$ cat config.mk
export PLATFORM = sky130hd
export DESIGN_NAME = bba_ctrl
export DESIGN_NICKNAME = d
export VERILOG_FILES = /design/src/rtl/core/bba_pkg.sv /design/src/rtl/core/bba_ctrl.sv
export SDC_FILE = /design/constraint.sdc
export NUM_CORES = 1
export LEC_CHECK = 0
export ABC_AREA = 1
export BUFFER_PORTS_ARGS = -buffer_cell sky130_fd_sc_hd__buf_4
export CORE_UTILIZATION = 52
export DETAILED_ROUTE_END_ITERATION = 10
export GPL_ROUTABILITY_DRIVEN = 0
export PLACE_DENSITY = 0.8
export SETUP_SLACK_MARGIN = 0.2
export SYNTH_ARGS = -nofsm -noshare
export SYNTH_HDL_FRONTEND = slang
export SYNTH_SLANG_ARGS = --single-unit
export TNS_END_PERCENT = 100
$ cat constraint.sdc
create_clock -name clk_i -period 2 [get_ports clk_i]
set_input_delay 0.2 -clock clk_i [delete_from_list [all_inputs] [get_ports clk_i]]
set_output_delay 0.2 -clock clk_i [all_outputs]
set_load 0.1 [all_outputs]
$ cat src/rtl/core/bba_pkg.sv
// ----------------------------------------------------------------------------
// bba_pkg
// Shared constants, codes and controller/datapath interface types.
// ----------------------------------------------------------------------------
`default_nettype none

package bba_pkg;

  localparam int MaxExp  = 16;
  localparam int MinExp  = 4;
  localparam int IdxW    = MaxExp - MinExp + 1;
  localparam int NodeCnt = (2 ** IdxW) - 1;
  localparam int OffW    = 16;
  localparam int SizeW   = 17;
  localparam int ReqW    = 18;
  localparam int ExpW    = 5;

  localparam logic [ReqW-1:0] ReqLimit = ReqW'(1) << 17;

  // node states
  localparam logic [1:0] NODE_FREE  = 2'd0;
  localparam logic [1:0] NODE_USED  = 2'd1;
  localparam logic [1:0] NODE_SPLIT = 2'd2;

  // commands
  localparam logic [1:0] CMD_ALLOC   = 2'd0;
  localparam logic [1:0] CMD_RELEASE = 2'd1;
  localparam logic [1:0] CMD_INFO    = 2'd2;

  // result status
  localparam logic [1:0] STS_OK      = 2'd0;
  localparam logic [1:0] STS_REFUSED = 2'd1;
  localparam logic [1:0] STS_IGNORED = 2'd2;

  // configuration register indexes
  localparam logic REG_TOP_EXP = 1'b0;
  localparam logic REG_USABLE  = 1'b1;

  typedef enum logic [4:0] {
    OP_NONE,
    OP_CLEAR,
    OP_LOAD,
    OP_E_STEP,
    OP_READ,
    OP_READ_BUDDY,
    OP_DESC,
    OP_ASC,
    OP_SIB,
    OP_FOUND_A,
    OP_FOUND_R,
    OP_WR_USED,
    OP_WR_SPLIT,
    OP_WR_FREE,
    OP_EMIT_ALLOC,
    OP_EMIT_REL,
    OP_EMIT_REFUSE,
    OP_EMIT_IGNORE,
    OP_EMIT_INFO
  } dp_op_e;

  typedef struct packed {
    logic [1:0] cmd;
    logic       clr_done;
    logic       alloc_bad;
    logic       rel_bad;
    logic       e_below;
    logic       e_over;
    logic       s_at_top;
    logic       s_at_e;
    logic       s_below_min;
    logic       s_at_min;
    logic       s_zero;
    logic       bit_s;
    logic       misaligned;
    logic       off_beyond;
    logic [1:0] node;
  } dp_sts_t;

endpackage

`default_nettype wire

$ cat src/rtl/core/bba_ctrl.sv
// ----------------------------------------------------------------------------
// bba_ctrl
// Sequencer: clearing pass, left-first tree search, marking, release/merge.
// ----------------------------------------------------------------------------
`default_nettype none

module bba_ctrl (
  input  wire logic             clk_i,
  input  wire logic             rst_ni,
  input  wire logic             start,
  input  wire bba_pkg::dp_sts_t sts_i,
  output bba_pkg::dp_op_e       op_o,
  output logic                  busy_o
);
  import bba_pkg::*;

  typedef enum logic [4:0] {
    S_CLR, S_IDLE, S_DISP, S_AEXP, S_DRD, S_DEVAL, S_ADV, S_MUSED, S_MUP, S_MSPLIT,
    S_RALIGN, S_RLOOP, S_REVAL, S_RFREE, S_MGB, S_MGBE, S_MGP, S_MGPE
  } state_e;

  state_e state_q, state_d;

  always_comb begin
    state_d = state_q;
    op_o    = OP_NONE;
    case (state_q)
      S_CLR: begin
        op_o = OP_CLEAR;
        if (sts_i.clr_done) state_d = S_IDLE;
      end
      S_IDLE: begin
        if (start) begin
          op_o    = OP_LOAD;
          state_d = S_DISP;
        end
      end
      S_DISP: begin
        case (sts_i.cmd)
          CMD_ALLOC: begin
            if (sts_i.alloc_bad) begin
              op_o    = OP_EMIT_REFUSE;
              state_d = S_IDLE;
            end else begin
              state_d = S_AEXP;
            end
          end
          CMD_RELEASE: begin
            if (sts_i.rel_bad) begin
              op_o    = OP_EMIT_IGNORE;
              state_d = S_IDLE;
            end else begin
              state_d = S_RALIGN;
            end
          end
          default: begin
            op_o    = OP_EMIT_INFO;
            state_d = S_IDLE;
          end
        endcase
      end
      // round the request up to a power of two
      S_AEXP: begin
        if (sts_i.e_below) begin
          op_o = OP_E_STEP;
        end else if (sts_i.e_over) begin
          op_o    = OP_EMIT_REFUSE;
          state_d = S_IDLE;
        end else begin
          state_d = S_DRD;
        end
      end
      S_DRD: begin
        op_o    = OP_READ;
        state_d = S_DEVAL;
      end
      // a free node above the target level has an all-free subtree
      S_DEVAL: begin
        if (sts_i.node == NODE_FREE) begin
          if (sts_i.off_beyond) begin
            op_o    = OP_EMIT_REFUSE;
            state_d = S_IDLE;
          end else begin
            op_o    = OP_FOUND_A;
            state_d = S_MUSED;
          end
        end else if (!sts_i.s_at_e && sts_i.node == NODE_SPLIT) begin
          op_o    = OP_DESC;
          state_d = S_DRD;
        end else begin
          state_d = S_ADV;
        end
      end
      S_ADV: begin
        if (sts_i.s_at_top) begin
          op_o    = OP_EMIT_REFUSE;
          state_d = S_IDLE;
        end else if (sts_i.bit_s) begin
          op_o = OP_ASC;
        end else begin
          op_o    = OP_SIB;
          state_d = S_DRD;
        end
      end
      S_MUSED: begin
        op_o    = OP_WR_USED;
        state_d = S_MUP;
      end
      S_MUP: begin
        if (sts_i.s_at_top) begin
          op_o    = OP_EMIT_ALLOC;
          state_d = S_IDLE;
        end else begin
          op_o    = OP_ASC;
          state_d = S_MSPLIT;
        end
      end
      S_MSPLIT: begin
        op_o    = OP_WR_SPLIT;
        state_d = S_MUP;
      end
      S_RALIGN: begin
        if (sts_i.misaligned && !sts_i.s_zero) begin
          op_o = OP_DESC;
        end else begin
          state_d = S_RLOOP;
        end
      end
      S_RLOOP: begin
        if (sts_i.s_below_min) begin
          op_o    = OP_EMIT_IGNORE;
          state_d = S_IDLE;
        end else begin
          op_o    = OP_READ;
          state_d = S_REVAL;
        end
      end
      S_REVAL: begin
        if (sts_i.node == NODE_USED) begin
          op_o    = OP_FOUND_R;
          state_d = S_RFREE;
        end else if (sts_i.s_at_min) begin
          op_o    = OP_EMIT_IGNORE;
          state_d = S_IDLE;
        end else begin
          op_o    = OP_DESC;
          state_d = S_RLOOP;
        end
      end
      S_RFREE: begin
        op_o    = OP_WR_FREE;
        state_d = S_MGB;
      end
      S_MGB: begin
        if (sts_i.s_at_top) begin
          op_o    = OP_EMIT_REL;
          state_d = S_IDLE;
        end else begin
          op_o    = OP_READ_BUDDY;
          state_d = S_MGBE;
        end
      end
      S_MGBE: begin
        if (sts_i.node == NODE_FREE) begin
          op_o    = OP_ASC;
          state_d = S_MGP;
        end else begin
          op_o    = OP_EMIT_REL;
          state_d = S_IDLE;
        end
      end
      S_MGP: begin
        op_o    = OP_READ;
        state_d = S_MGPE;
      end
      S_MGPE: begin
        if (sts_i.node == NODE_SPLIT) begin
          op_o    = OP_WR_FREE;
          state_d = S_MGB;
        end else begin
          op_o    = OP_EMIT_REL;
          state_d = S_IDLE;
        end
      end
      default: state_d = S_IDLE;
    endcase
  end

  always_ff @(posedge clk_i or negedge rst_ni) begin
    if (!rst_ni) begin
      state_q <= S_CLR;
    end else begin
      state_q <= state_d;
    end
  end

  assign busy_o = (state_q != S_IDLE);

endmodule

`default_nettype wire

==> flow_metrics.tcl, run 1 <==
set metrics [dict create \
    status "did not finish" \
    stop_stage "global routing" \
    error_message "[ERROR DPL-0038] Utilization greater than 100%, impossible to legalize" \
    dieWidth_um 44.1 \
    htreeDepth 1 \
    synth.most_common_cell "nand2_1" \
    rows 14 \
    synth_fa_ha_area_frac 0 \
    ys_types 21 \
    synthArstFlopShare 1.00 \
    netlist_instances 186 \
    clock-sinks 5 \
    yosysTopAreaCell "nand2_1" \
    synth.area.top_cells "nand2_1, nor2_1, dfrtp_1" \
    ys_warn_count 0 \
    dp_slack_ns 0.150 \
    io_buffers 25 \
    synth_edf_count 0 \
    synth_mux_area_frac 0 \
    initial_core_util 0.586 \
    die_h_um 44.1 \
    grt_max_degree 8 \
    ioPinCount 26 \
    ys_seq_area_frac 0.136 \
    postGrtWorstEndpoint "op_o[3]" \
    synth_top_family_by_area "simple AND/OR/NAND/NOR gates" \
    clockBufferDepth 2 \
    ys_seq_elements 5 \
    synth.avg_cell_area_um2 4.96 \
    synthFlopType "dfrtp_1" \
    cts-root-buf "clkbuf_4" \
    synth_top_area_frac 0.232 \
    cts_buffers 3 \
    synth_xor_area_frac 0 \
    synth_compound_area_frac 0.0691 \
    synth_nets 206 \
    worstEndpointType "output port" \
    syn-cell-area_um2 923 \
    ys_top_cells_by_count "nand2_1, nor2_1, inv_1, nand3_1, nand4_1" \
    hpwl_um 2420 \
    synthSimpleGateAreaFrac 0.669 \
]
[stage by stage]
| step | utilization | cells | cell area, um^2 |
|---|---|---|---|
| 2_1_floorplan | - | 186 | 965 |
| 3_3_place_gp | 0.746 | 228 | 1180 |
| 3_5_place_dp | 0.746 | 228 | 1180 |
| 4_1_cts | 0.913 | 245 | 1440 |
[cell families after synthesis]
family	count (synthesis)
compound gates	11
buf+inv	29
flops	5
simple gates	141
[repair_timing]
item,in CTS
endpoints found under the hold margin,5
setup buffers,12
resized for setup,37
endpoints found under the setup margin,5
pin swaps,9
hold buffers,1
==> run 2, diff against run 1 <==
Settings changed: CORE_AREA from default to 2 2 63 65, CORE_UTILIZATION 52 to default, DIE_AREA from default to 0 0 65 67, PLACE_DENSITY 0.8 to default, PLACE_DENSITY_LB_ADDON from default to 0.15, SETUP_SLACK_MARGIN 0.2 to default.
==> run 2 against run 1 <==
  * The run now ends clean
  * Synthesized cell count stayed put
  * Area after synthesis stayed put
==> flow_metrics.tcl, run 2 <==
set metrics [dict create \
    slew_viol_final 0 \
    viasPerCell 4.75 \
    rows 22 \
    post-route-min-period_ns 1.94 \
    dp_slack_ns 0.108 \
    ys_types 21 \
    clk-insertion-delay-late_ns 0.22 \
    grt_max_degree 10 \
    synth.most_common_cell "nand2_1" \
    top_layer "met4" \
    largest-register "state_q" \
    ant_nets 0 \
    clockBufferDepth 2 \
    dieArea_mm2 0.00436 \
    io_buffers 25 \
    power_w 0.00198 \
    yosysTopAreaCell "nand2_1" \
    grt_pass1_vias 1179 \
    ys_seq_elements 5 \
    netlist_instances 186 \
    cts_buffers 3 \
    synth.avg_cell_area_um2 4.96 \
    hold_class "in2reg" \
    place_area_mm2 0.00125 \
    fin_cells 273 \
    finalCritPeriodShare 0.969 \
    cts-root-buf "clkbuf_8" \
    synth_top_area_frac 0.232 \
    synthArstFlopShare 1.00 \
    via_count 1298 \
    ys_top_cells_by_count "nand2_1, nor2_1, inv_1, nand3_1, nand4_1" \
    critical_path_arrival_ns 1.74 \
    ys_seq_area_frac 0.136 \
    drive_gt1_frac 0.329 \
    start_kind "flop" \
    worst_pin_slew_ns 0.278 \
    max_clock_freq_mhz 516 \
    cp_max_fo 4 \
    fp.coreArea_mm2 0.00361 \
    n_antenna_cell 0 \
    final_common_cell "nand2_1" \
    synth_nets 206 \
    finalWirelength_um 3330 \
    synth.area.top_cells "nand2_1, nor2_1, dfrtp_1" \
    drt-pass1-iter-count 4 \
    hold_viol_final 0 \
    dp_cells 264 \
    largest_reg_flops 5 \
    cts_tree "done" \
    power_leakage_nw 0.797 \
    routed-wl-met3_um 186 \
    relSlewSlack 0.817 \
    power_density_mw_per_mm2 1390 \
    crit_required_ns 1.80 \
    final_core_util 0.397 \
    postLayoutSetupSlackWorst_ns 0.0621 \
    top_regs "state_q (5)" \
    die_h_um 67 \
    dieWidth_um 65 \
    wl_met1_um 1480 \
    drt_iter0_markers 56 \
    met2_length_um 1590 \
    syn_to_final_growth_pct 55.0 \
    final_nets 246 \
    worst-setup-path-type "reg2out" \
    crit_path_end_kind "primary output" \
    final_cell_mix "nand2_1, nor2_1, buf_4" \
    ys_warn_count 0 \
    postLayoutCellArea_mm2 0.00143 \
    status "finished clean" \
    ir_drop_v 0.000993 \
    ioPinCount 26 \
    finalSetupViolations 0 \
    final.setup_skew_ns 0.00269 \
    drcViolationCount 0 \
    overflow 0 \
    wl_per_cell_um 12.2 \
    grt_pass1_wl_um 5240 \
    synth_edf_count 0 \
    clkTransAtPathRegs_ns 0.04 \
    initial_core_util 0.256 \
    antenna_found_initial 0 \
    drv_cap 0 \
    grt_usage 0.157 \
    clock-sinks 5 \
    hpwl_um 2800 \
    syn-cell-area_um2 923 \
    synthFlopType "dfrtp_1" \
    htreeDepth 1 \
]
run 2: what timing repair did:
action / 4_1_cts / 5_1_grt
resized for setup: 8 / 20
hold endpoints to repair: 5 / 0
setup buffers: 1 / 3
endpoints found under the setup margin: 5 / 5
pin swaps: 1 / 1
hold buffers: 1 / 0
run 2: critical path: stages (launching register included):
cell and delay (ns):
dfrtp_2 0.43, buf_4 0.17, nor2_1 0.16, buf_4 0.16, nand4_1 0.10, nor2_1 0.11, nor2_1 0.07, o2111ai_2 0.07
buf_6 0.25
run 2: final cells by class:
type                            instances  area [um^2]
Clock buffer                            4         45.0
Multi-Input combinational cell        152          766
Sequential cell                         5          130
Inverter                               28          110
Fill cell                             404         2170
Tap cell                               48         60.1
Timing Repair Buffer                   36          320
run 2: final timing paths:
check                           cells past startpoint  slack, ns        from         end
max in group asynchronous                           2       1.57      rst_ni  state_q[1]
worst min register to register                      3       0.69  state_q[1]  state_q[1]
worst max register to register                     10       0.34  state_q[3]  state_q[0]
min in group asynchronous                           2       0.32      rst_ni  state_q[3]
worst max-delay path                                8       0.06  state_q[4]     op_o[4]
worst min-delay path                                3       0.23    sts_i[4]  state_q[2]
run 2: per-stage QoR:
stage / TNS, ns / hold slack [ns]
2_1_floorplan: -0.123 / -0.0956
3_3_place_gp: 0 / 0.00331
3_5_place_dp: 0 / 0.00260
4_1_cts: 0 / 0.218
5_1_grt: -0.0266 / 0.233
6_report: 0 / 0.229
run 2: kinds of logic after synthesis:
logic type      count (synthesis)  synth area share
compound gates                 11            0.0691
flops                           5             0.136
simple gates                  141             0.669
buf+inv                        29             0.126
run 2: power by group:
group	switching, W	internal [W]
combinational	0.00109	0.000513
clock	0.0000475	0.000137
sequential	0.0000579	0.000138
run 2: layer usage:
| metal | vias up | global-route usage |
|---|---|---|
| met3 | 5 | 0.0220 |
| met5 | - | 0 |
| li1 | 674 | - |
| met2 | 52 | 0.267 |
| met1 | 567 | 0.203 |
| met4 | 0 | 0.0532 |
Note: power is estimated with default switching activity, not from simulation.
